File: src/hdl/lpht_pkg.sv
// Shared types and codes for the linear probe hash table.
package lpht_pkg;

  typedef enum logic [1:0] {
    KIND_INSERT = 2'd0,
    KIND_SEARCH = 2'd1,
    KIND_DELETE = 2'd2,
    KIND_NONE   = 2'd3
  } kind_e;

  typedef enum logic [2:0] {
    ST_INSERTED  = 3'd0,
    ST_FULL      = 3'd1,
    ST_FOUND     = 3'd2,
    ST_NOT_FOUND = 3'd3,
    ST_DELETED   = 3'd4
  } status_e;

endpackage

File: src/hdl/linear_probe_hash_table_unit.sv
// Linear probe hash table: top level.
// Usage:
//  Requests enter on in_valid_i/in_stall_o with kind_i, key_i, value_i
//  (insert, search, delete). Each request yields exactly one result on
//  out_valid_o/out_stall_i with status_o and found_value_o.
//  A two-entry request queue decouples the input from the probe engine,
//  so requests are taken while the engine works or a result waits.
//  A request passes the queue, the take, the slot index and the slot
//  read before its home slot is checked. Search and delete read each
//  further slot before checking it, as the key store has a single
//  registered read port; insert checks only the live marks. Search and
//  delete give up after a full lap, insert after a lap of a full table.
//  A DEPTH that is not a power of two adds nibble-wise key reduction.
//  Requests are handled one at a time in arrival order; the engine takes
//  the next queued request the cycle after it issues a result.
//  Reset clears all live and tombstone marks and empties the queue.
//  A stalled result holds its value; the engine may start the next request
//  but holds its result until the output is free.
module linear_probe_hash_table_unit import lpht_pkg::*; #(
  parameter int DEPTH = 16,
  parameter int VALUE_WIDTH = 32
) (
  input  logic        clk_i,
  input  logic        rst_ni,
  input  logic        in_valid_i,
  output logic        in_stall_o,
  input  logic [1:0]  kind_i,
  input  logic [31:0] key_i,
  input  logic [31:0] value_i,
  output logic        out_valid_o,
  input  logic        out_stall_i,
  output logic [2:0]  status_o,
  output logic [31:0] found_value_o
);
  logic        rq_valid, rq_take;
  logic [1:0]  rq_kind;
  logic [31:0] rq_key;
  logic [VALUE_WIDTH-1:0] rq_val;
  logic [VALUE_WIDTH-1:0] value_w;

  assign value_w = VALUE_WIDTH'(value_i);

  lpht_front #(.KeyW(32), .ValW(VALUE_WIDTH), .QDepth(2)) u_front (
    .clk_i, .rst_ni, .in_valid_i, .in_stall_o, .kind_i, .key_i,
    .value_i(value_w),
    .req_valid_o(rq_valid), .req_take_i(rq_take), .req_kind_o(rq_kind),
    .req_key_o(rq_key), .req_value_o(rq_val)
  );

  lpht_back #(.Depth(DEPTH), .ValW(VALUE_WIDTH)) u_back (
    .clk_i, .rst_ni, .req_valid_i(rq_valid), .req_take_o(rq_take),
    .req_kind_i(rq_kind), .req_key_i(rq_key), .req_value_i(rq_val),
    .out_valid_o, .out_stall_i, .status_o, .found_value_o
  );
endmodule

File: src/hdl/lpht_front.sv
// Front end: request queue feeding the probe engine.
module lpht_front import lpht_pkg::*; #(
  parameter int KeyW = 32,
  parameter int ValW = 32,
  parameter int QDepth = 2
) (
  input  logic            clk_i,
  input  logic            rst_ni,
  input  logic            in_valid_i,
  output logic            in_stall_o,
  input  logic [1:0]      kind_i,
  input  logic [KeyW-1:0] key_i,
  input  logic [ValW-1:0] value_i,
  output logic            req_valid_o,
  input  logic            req_take_i,
  output logic [1:0]      req_kind_o,
  output logic [KeyW-1:0] req_key_o,
  output logic [ValW-1:0] req_value_o
);
  localparam int PW = $clog2(QDepth);
  localparam int W = 2 + KeyW + ValW;

  logic [W-1:0]  mem_q [QDepth];
  logic [PW-1:0] wp_q, rp_q;
  logic [PW:0]   cnt_q;
  logic          push, pop;

  assign in_stall_o = (cnt_q == (PW+1)'(QDepth));
  assign push = in_valid_i && !in_stall_o;
  assign pop  = req_valid_o && req_take_i;
  assign req_valid_o = (cnt_q != '0);
  assign {req_kind_o, req_key_o, req_value_o} = mem_q[rp_q];

  always_ff @(posedge clk_i) begin
    if (push) mem_q[wp_q] <= {kind_i, key_i, value_i};
  end

  always_ff @(posedge clk_i or negedge rst_ni) begin
    if (!rst_ni) begin
      wp_q <= '0; rp_q <= '0; cnt_q <= '0;
    end else begin
      if (push) wp_q <= (wp_q == PW'(QDepth-1)) ? '0 : wp_q + 1'b1;
      if (pop)  rp_q <= (rp_q == PW'(QDepth-1)) ? '0 : rp_q + 1'b1;
      cnt_q <= cnt_q + (PW+1)'(push) - (PW+1)'(pop);
    end
  end

  a_no_overflow: assert property (@(posedge clk_i) disable iff (!rst_ni)
    cnt_q <= (PW+1)'(QDepth)) else $error("queue overflow");
  a_full_stalls: assert property (@(posedge clk_i) disable iff (!rst_ni)
    (cnt_q == (PW+1)'(QDepth)) |-> in_stall_o) else $error("full queue not stalling");
  a_pop_valid: assert property (@(posedge clk_i) disable iff (!rst_ni)
    pop |-> cnt_q != '0) else $error("pop from empty queue");
endmodule

File: src/hdl/lpht_back.sv
// Back end: probe sequencer over the slot stores, one request and one slot at a time.
module lpht_back import lpht_pkg::*; #(
  parameter int Depth = 16,
  parameter int ValW = 32
) (
  input  logic        clk_i,
  input  logic        rst_ni,
  input  logic        req_valid_i,
  output logic        req_take_o,
  input  logic [1:0]  req_kind_i,
  input  logic [31:0] req_key_i,
  input  logic [ValW-1:0] req_value_i,
  output logic        out_valid_o,
  input  logic        out_stall_i,
  output logic [2:0]  status_o,
  output logic [31:0] found_value_o
);
  localparam int IW = (Depth > 1) ? $clog2(Depth) : 1;
  localparam int CW = $clog2(Depth + 1);
  localparam bit DepthPow2 = ((Depth & (Depth - 1)) == 0);
  localparam logic [1:0] S_IDLE = 2'd0, S_HASH = 2'd1, S_PROBE = 2'd2, S_READ = 2'd3;

  logic [31:0]     keys_q [Depth];
  logic [ValW-1:0] vals_q [Depth];
  logic [Depth-1:0] live_q, tomb_q;

  logic [1:0]   st_q;
  logic [1:0]   kind_q;
  logic [31:0]  key_q;
  logic [ValW-1:0] val_q;
  logic [IW-1:0] idx_q;
  logic [CW-1:0] n_q;
  logic [31:0]  rem_q;
  logic [2:0]   hc_q;
  logic         ov_q;
  logic [2:0]   status_q;
  logic [31:0]  fv_q;
  logic [ValW-1:0] rd_q;
  logic [31:0]  rdk_q;

  logic out_free;
  assign out_free   = !ov_q || !out_stall_i;
  assign req_take_o = (st_q == S_IDLE) && req_valid_i;
  assign out_valid_o = ov_q;
  assign status_o = status_q;
  assign found_value_o = fv_q;

  logic [IW-1:0] idx_nx;
  assign idx_nx = (idx_q == IW'(Depth-1)) ? '0 : idx_q + 1'b1;
  logic [31:0] fv_ext;
  always_comb begin
    fv_ext = '0;
    for (int b = 0; b < ValW && b < 32; b++) fv_ext[b] = rd_q[b];
  end

  // One key nibble per cycle, MSB first: r = (r*16 + nibble) mod Depth,
  // reduced by four compare-and-subtract steps.
  logic [IW+3:0] fold;
  always_comb begin
    fold = {idx_q, rem_q[31:28]};
    for (int k = 3; k >= 0; k--) begin
      if (fold >= ((IW+4)'(Depth) << k)) fold = fold - ((IW+4)'(Depth) << k);
    end
  end

  logic slot_empty, key_hit, finish;
  assign slot_empty = !live_q[idx_q] && !tomb_q[idx_q];
  assign key_hit    = live_q[idx_q] && (rdk_q == key_q);
  assign finish = (st_q == S_PROBE) && out_free &&
                  ((n_q == CW'(Depth)) ||
                   ((kind_q == KIND_INSERT) ? !live_q[idx_q]
                                            : (kind_q == KIND_NONE || slot_empty || key_hit)));

  // Store write on insert; a delete only sets the tombstone mark in the probe state.
  logic wr_en;
  assign wr_en = (st_q == S_PROBE) && (kind_q == KIND_INSERT) && !live_q[idx_q]
                 && (n_q != CW'(Depth)) && out_free;
  always_ff @(posedge clk_i) begin
    if (wr_en) begin
      keys_q[idx_q] <= key_q;
      vals_q[idx_q] <= val_q;
    end
    rd_q  <= vals_q[idx_q];
    rdk_q <= keys_q[idx_q];
  end

  always_ff @(posedge clk_i or negedge rst_ni) begin
    if (!rst_ni) begin
      st_q <= S_IDLE; ov_q <= 1'b0; live_q <= '0; tomb_q <= '0;
      idx_q <= '0; n_q <= '0;
    end else begin
      ov_q <= finish || (ov_q && out_stall_i);
      unique case (st_q)
        S_IDLE: if (req_take_o) begin
          kind_q <= req_kind_i; key_q <= req_key_i; val_q <= req_value_i;
          rem_q <= req_key_i; n_q <= '0; idx_q <= '0; hc_q <= '0;
          st_q <= S_HASH;
        end
        // Power-of-two depth is a mask; otherwise reduced one nibble at a time over all eight key nibbles.
        S_HASH: begin
          if (DepthPow2) begin
            idx_q <= rem_q[IW-1:0];
            st_q <= S_READ;
          end else begin
            idx_q <= fold[IW-1:0];
            rem_q <= {rem_q[27:0], 4'h0};
            hc_q <= hc_q + 1'b1;
            if (hc_q == 3'd7) st_q <= S_READ;
          end
        end
        S_READ: st_q <= S_PROBE; // registered key/value read of current slot
        S_PROBE: if (out_free) begin
          if (n_q == CW'(Depth)) begin
            status_q <= (kind_q == KIND_INSERT) ? ST_FULL : ST_NOT_FOUND;
            fv_q <= '0; st_q <= S_IDLE;
          end else if (kind_q == KIND_INSERT) begin
            if (!live_q[idx_q]) begin
              live_q[idx_q] <= 1'b1; tomb_q[idx_q] <= 1'b0;
              status_q <= ST_INSERTED; fv_q <= '0; st_q <= S_IDLE;
            end else begin
              idx_q <= idx_nx; n_q <= n_q + 1'b1;
            end
          end else if (kind_q == KIND_NONE || slot_empty) begin
            status_q <= ST_NOT_FOUND; fv_q <= '0; st_q <= S_IDLE;
          end else if (key_hit) begin
            if (kind_q == KIND_SEARCH) begin
              status_q <= ST_FOUND; fv_q <= fv_ext;
            end else begin
              live_q[idx_q] <= 1'b0; tomb_q[idx_q] <= 1'b1;
              status_q <= ST_DELETED; fv_q <= '0;
            end
            st_q <= S_IDLE;
          end else begin
            idx_q <= idx_nx; n_q <= n_q + 1'b1; st_q <= S_READ;
          end
        end
        default: st_q <= S_IDLE;
      endcase
    end
  end

  a_live_tomb_excl: assert property (@(posedge clk_i) disable iff (!rst_ni)
    (live_q & tomb_q) == '0) else $error("slot both live and tombstoned");
  a_lap_bound: assert property (@(posedge clk_i) disable iff (!rst_ni)
    n_q <= CW'(Depth)) else $error("probe ran past one lap");
  a_found_value: assert property (@(posedge clk_i) disable iff (!rst_ni)
    (ov_q && status_q != ST_FOUND) |-> fv_q == '0) else $error("stray found value");
endmodule
File: config.mk
export PLATFORM = sky130hd
export DESIGN_NAME = linear_probe_hash_table_unit
export DESIGN_NICKNAME = d
export VERILOG_FILES = /design/src/hdl/lpht_pkg.sv /design/src/hdl/linear_probe_hash_table_unit.sv /design/src/hdl/lpht_front.sv /design/src/hdl/lpht_back.sv
export SDC_FILE = /design/constraint.sdc
export NUM_CORES = 1
export LEC_CHECK = 0
export BUFFER_PORTS_ARGS = -buffer_cell sky130_fd_sc_hd__buf_2
export CELL_PAD_IN_SITES_DETAIL_PLACEMENT = 0
export CELL_PAD_IN_SITES_GLOBAL_PLACEMENT = 1
export CORE_ASPECT_RATIO = 0.75
export CORE_UTILIZATION = 45
export CTS_CLUSTER_SIZE = 8
export DETAILED_ROUTE_END_ITERATION = 16
export GPL_ROUTABILITY_DRIVEN = 0
export PLACE_DENSITY_LB_ADDON = 0.1
export SYNTH_ARGS = -nofsm -noshare
export SYNTH_HDL_FRONTEND = slang
export SYNTH_SLANG_ARGS = --single-unit
File: constraint.sdc
create_clock -name clk_i -period 14.95 [get_ports clk_i]
set_input_delay 0 -clock clk_i [delete_from_list [all_inputs] [get_ports clk_i]]
set_output_delay 0 -clock clk_i [all_outputs]
set_load 0.05 [all_outputs]
== Word level (Yosys, flattened, before mapping) ==
Memories as Yosys holds them, arrays and structs flattened. A register that Yosys moved wholly into a read port is not among the register bits.
Index checks and enable logic that the tools add are counted.
Storage, ports and cells
  flip-flop bits (word level): 83
  bits in writable memories: 1156
  input port bits: 70
  output and inout bits: 37
  word-level logic and storage cells: 145
  memories kept: 3
Cells by class
  $add $sub $neg: 6
  order comparisons: 2
  eq/ne operators: 21
  multiplexer cells: 60
  bitwise gates (word level): 6
  reduce and logical (&&, ||, !) cells: 36
Memories
  u_back.keys_q: depth 16, width 32, rd ports 1, clocked after memory_dff 1, write ports 1, line lpht_back.sv:23  | logic [31:0] keys_q [Depth];
  u_back.vals_q: depth 16, width 32, rd ports 1, clocked after memory_dff 1, write ports 1, line lpht_back.sv:24  | logic [ValW-1:0] vals_q [Depth];
  u_front.mem_q: depth 2, width 66, rd ports 1, clocked after memory_dff 1, write ports 1, line lpht_front.sv:23  | logic [W-1:0] mem_q [QDepth];
Operators with widths (number)
  16-bit 2-to-1 mux: 10
  32-bit 2-to-1 mux: 5
  5-bit 2-to-1 mux: 7
  16-bit bitwise AND: 2
  32-bit equality test: 1
  4-bit 2-to-1 mux: 8
  16-bit bitwise OR: 2
  7-bit AND reduction: 3
  3-bit 2-to-1 mux: 6
  2-bit 2-to-1 mux: 8
  16-bit NOT: 1
  1-bit logical AND: 13
  4-bit case mux with 3 select lines: 1
  1-bit 2-to-1 mux: 10
  5-bit case mux with 2 select lines: 1
  3-bit != test (second input constant): 3
  1-bit binary-select mux with 4-bit select: 2
  2-bit equality test (second input constant): 4
  2-bit case mux with 4 select lines: 1
  2-bit by 1-bit != test with 1-bit output (second input constant): 3
  2-bit != test (second input constant): 3
  3-bit AND reduction: 2
  2-bit nonzero test: 3
  5-bit by 1-bit adder with 5-bit output (second input constant): 1
  20 further kinds: 31

== Logic depth before layout (Yosys ltp) ==
  depth after elaboration: 10
  depth in mapped cells: 10
  depth with buffers taken out: 9

== Cells and area by module ==
A second synthesis with hierarchy kept.
Unflattened totals
  cell total of the unflattened synthesis: 2136
  area total of the unflattened synthesis: 50744.9 µm²
Modules (own cells, without submodules)
  lpht_back: times used 1, cells each 1913, area each 45668.8 µm², sequential area each 36164.7 µm²
  lpht_front: times used 1, cells each 223, area each 5076.1 µm², sequential area each 4063.9 µm²

== Worst setup path after synthesis ==
No wires, ideal clock.
  kind: register -> register
  start: register u_back.n_q[0]
  end: memory u_back.keys_q[7][0], enable pin
  library setup time: 0.489 ns
  arrival: 4.568 ns
  data required time: 14.461 ns
  setup slack: 9.893 ns
  cell stages (with the launch flop): 9
  buffers on the path: 0
  period minus slack after synthesis: 5.057 ns
  cell sequence: dfrtp_1 inv_1 ha_1 nor4bb_1 nor2_1 nand3_1 nor3_1 nand2_1 nor2_1
Between the ends
  word-level cells in the longest chain between the ends: 5
Ends and longest elaborated chain
  from (decl): line lpht_back.sv:32  | logic [CW-1:0] n_q;
  from (signal assigned): line lpht_back.sv:121  | idx_q <= idx_nx; n_q <= n_q + 1'b1;
  5-bit != test: line lpht_back.sv:77  | && (n_q != CW'(Depth)) && out_free;
  1-bit logical AND (2 in series): line lpht_back.sv:77
  1-bit 2-to-1 mux: line lpht_back.sv:79  | if (wr_en) begin
  1-bit 2-to-1 mux (implied by the code): line lpht_back.sv:80  | keys_q[idx_q] <= key_q;
  to (decl): line lpht_back.sv:23
Every way passes these cells.

== Worst setup path in the final report ==
  start: register u_back.idx_q[1]
  end: memory u_back.vals_q[5][2], enable pin
Between the ends
  word-level cells in the longest chain between the ends: 8
Ends and longest elaborated chain
  from (decl): line lpht_back.sv:31  | logic [IW-1:0] idx_q;
  from (signal assigned): line lpht_back.sv:102  | idx_q <= rem_q[IW-1:0];
  from (signal assigned): line lpht_back.sv:105  | idx_q <= fold[IW-1:0];
  from (signal assigned): line lpht_back.sv:121
  1-bit binary-select mux with 4-bit select: line lpht_back.sv:76  | assign wr_en = (st_q == S_PROBE) && (kind_q == KIND_INSERT) && !live_q[idx_q]
  1-bit 2-to-1 mux (implied by the code): line lpht_back.sv:76
  1-bit logical NOT: line lpht_back.sv:76
  1-bit logical AND: line lpht_back.sv:76
  1-bit logical AND (2 in series): line lpht_back.sv:77
  1-bit 2-to-1 mux: line lpht_back.sv:79
  1-bit 2-to-1 mux (implied by the code): line lpht_back.sv:81  | vals_q[idx_q] <= val_q;
  to (decl): line lpht_back.sv:24
Parallel ways exist; a longest one is shown, timed or not. The select of a mux whose other input is x is not followed.

==> flow_summary_export.csv <==
group,metric,value,unit
synthesis,syn-mean-instance-area,23.4,sq um
cts,cts_post_setup_buffers_inserted,0,
cells_and_area,mostFrequentLayoutCell,"edfxtp_1",
die,die_area,114000,sq um
cells_and_area,final_net_count,2633,
cts,cts-root-to-sink-buffers,3,
global_routing,grt_start_max_net_pins,131,
status,outcome,"finished, final reports clean",
cells_and_area,multi_input_combinational_cell_area,10300,sq um
sta,final_hold_viol_count,0,
cts,clk_pin_slew,0.05,ns
power,comb_power_share,15.3,%
detailed_routing,drt-pass1-iter-count,5,
synthesis,synth.yosys.seq_area_share,79.1,%
place,io_buffer_count,106,
sta,slew_viol_final,0,
cts,cts_root_buf,"clkbuf_16",
sta,fin_hold_ws,0.121,ns
detailed_routing,detail_route.drc_violations,0,
place,dpl.hpwl,58.0,mm
synthesis,mappedNetlistNets,2253,
sta,finalClockSkew,0.0263,ns
detailed_routing,detail_route.vias_per_cell,5.44,
power,p_clk_share,37.5,%
power,power_per_cell_area,175,nW/um^2
synthesis,yosys_warnings,0,
synthesis,yosys.area.top_type,"edfxtp_1",
critical_path,max_fo_critical_path,50,
critical_path,cp_data_required_time,15.34,ns
cells_and_area,sequential_cell_area,40200,sq um
global_routing,antenna_violations_before_repair,0,
detailed_routing,post_drt_wl_per_cell,26.0,um
detailed_routing,route.antenna.remaining_nets,0,
detailed_routing,route.vias.total,22903,
synthesis,yosysTopAreaCellShare,74.2,%
cells_and_area,final_layout_size_suffix_gt1_share,29.0,%
detailed_routing,drt_wl_total,110,mm
power,static_leak,19.2,nW
min_path,min-delay-path-class,"input port to register",
die,rows,106,
sta,fmaxAchievable,189,MHz
power,total_power,10.5,mW
power,switchingPower,2.70,mW
synthesis,ys_dominant_reg_cell,"edfxtp_1",
sta,layout_min_cycle_time,5.29,ns
global_routing,first_global_vias,24707,
detailed_routing,detailedRoute.firstIterationViolations,1540,
critical_path,criticalPathCategory,"register to register",
synthesis,synth_edf_count,1257,
sta,setup_viol_count_final,0,
cts,cts_made_buffers,189,
die,floorplan.die.width,390,um
cts,cts_tree,"built",
sta,final.period_utilization,35.4,%
critical_path,cp-start-kind,"register",
die,core,112000,sq um
global_routing,track_usage,19.7,%
cells_and_area,filler_cell_count,8627,
power,switching_part_of_the_total_power,25.7,%
die,chipHeight,293,um
critical_path,worst_setup_path_end_kind,"register",
sta,worst_slew_slack_as_a_fraction_of_its_limit,11.1,%
cts,source_to_sink_clock_delay_at_the_later_pin_of_the_worst_skew_pair,0.77,ns
power,pwr-share-seq,47.3,%
synthesis,synthesis.instances,2169,
synthesis,postSynthRegisterBits,1369,
sta,timing_worst_slew_pin_value,1.33,ns
synthesis,synth_area_leaders,"edfxtp_1, mux4_2, dfxtp_1, dfrtp_1, mux2_2",
sta,grt_setup_unrepaired,"no",
die,boundaryPins,107,
synthesis,ys_async_sr_fraction,3.51,%
cells_and_area,flow.area_growth_from_synthesis,18.5,%
global_routing,global_route.overflow_total,0,
synthesis,netlist-cell-type-count,59,
cells_and_area,most-common-layout-cells,"edfxtp_1, mux4_2, clkbuf_16",
run,cap_viol_max_count,0,
die,initial_core_util,45.5,%
cts,clock_sink_count,1369,
power,p_int,7.82,mW
cts,h_tree_level_count,4,
power,max-vdd-ir-drop,0.000116,V
cells_and_area,insertedDiodeCount,0,
global_routing,grt_pass1_wl,163,mm
critical_path,timing.critical_path.arrival,5.68,ns
sta,final.setup.tns,0,ns
synthesis,netlist_area,50800,sq um
## cell type report
type	count	share of cell area (%)
Clock buffer	327	8.85
Clock inverter	12	0.297
Inverter	21	0.131
Multi-Input combinational cell	687	17.1
Sequential cell	1369	66.8
Tap cell	1512	3.14
Timing Repair Buffer	281	3.69
## flip-flops by register name, summed over array words and instances (netlist names), named ones only
name	cells
u_back.found_value_o	32
u_back.fv_ext	32
u_back.idx_q	4
u_back.keys_q	512
u_back.kind_q	2
u_back.n_q	5
u_back.out_valid_o	1
u_back.rdk_q	32
u_back.rem_q	32
u_back.st_q	2
u_back.status_o	3
u_back.val_q	32
u_back.vals_q	512
u_front.cnt_q	2
u_front.mem_q	132
u_front.rp_q	1
u_front.wp_q	1
## routing by layer
layer / vias to the layer above / global-route usage, % / routed length (um)
met3: 137 / 2.94 / 4500
met2: 556 / 30.7 / 52200
met1: 12323 / 28.9 / 51000
li1: 9887 / - / -
met5: - / 0 / 0
met4: 0 / 5.82 / 1850
## path summary, 6_finish.rpt
kind / cells past startpoint / end / slack [ns] / startpoint
worst max-delay path: 8 / u_back.vals_q[5][2]$_DFFE_PP_ / 9.66 / u_back.idx_q[1]$_DFFE_PN0P_
worst min-delay path: 4 / u_back.out_valid_o$_DFF_PN0_ / 0.12 / out_stall_i
worst max register to register: 8 / u_back.vals_q[5][2]$_DFFE_PP_ / 9.66 / u_back.idx_q[1]$_DFFE_PN0P_
worst min register to register: 1 / register / 0.48 / register
max in group asynchronous: 4 / u_back.idx_q[1]$_DFFE_PN0P_ / 13.96 / rst_ni
min in group asynchronous: 4 / u_back.out_valid_o$_DFF_PN0_ / 0.47 / rst_ni
## cells in the mapped netlist (all sizes together) (13+ instances only)
library cell and count:
ha 14, nor2 41, mux4 326, nand2 43, buf 39, and2 35
inv 19, edfxtp 1257, dfxtp 64, dfrtp 48, mux2i 13, a21o 16
mux2 67, xnor2 35, clkbuf 53, a21oi 22
## through the flow
stage	util, %	setup WS (ns)	instances	area (sq um)
2_1_floorplan	-	9.89	2169	50800
3_3_place_gp	47.8	9.63	3734	53400
3_5_place_dp	47.8	9.54	3734	53400
4_1_cts	54.0	9.54	4209	60200
5_1_grt	54.0	9.24	4209	60200
6_report	54.0	9.66	4209	60200
## power groups by stage
stage | registers, mW | logic [mW] | clock network, mW
after detailed placement | 5.05 | 1.62 | 0
after CTS | 4.98 | 1.65 | 4.04
after floorplan | 4.93 | 1.17 | 0
after global routing | 5.01 | 1.74 | 4.19
final | 4.97 | 1.61 | 3.94
after global placement | 5.03 | 1.61 | 0
## worst max-delay path: stages, from the launching register on
cell and delay [ns]:
dfrtp_4 0.84, buf_4 0.72, mux2i_1 0.30, mux4_2 0.33
mux2i_4 0.11, nor3_1 0.41, nand2_1 0.34, nor2_4 1.07
buf_4 0.74
## kinds of logic (layout without fill, tap and decap cells)
kind of cell             Yosys count  in the layout  synth area share [%]
flip-flops                      1369           1369                  79.1
multiplexers                     406            406                  16.2
AND/OR/NAND/NOR                  159            159                  1.59
buffers and inverters            113            641                 0.920
AO/OA/AOI/OAI                     70             70                  1.16
XOR/XNOR                          37             37                 0.637
adder cells (fa/ha/maj)           15             15                 0.364
## what timing repair did
item / in CTS / in global routing
hold endpoints to repair: 236 / 0
gates resized for setup: 0 / 0
endpoints found under the setup margin: 0 / 0
hold buffers: 136 / 0
Note: power is estimated with default switching activity, not from simulation.
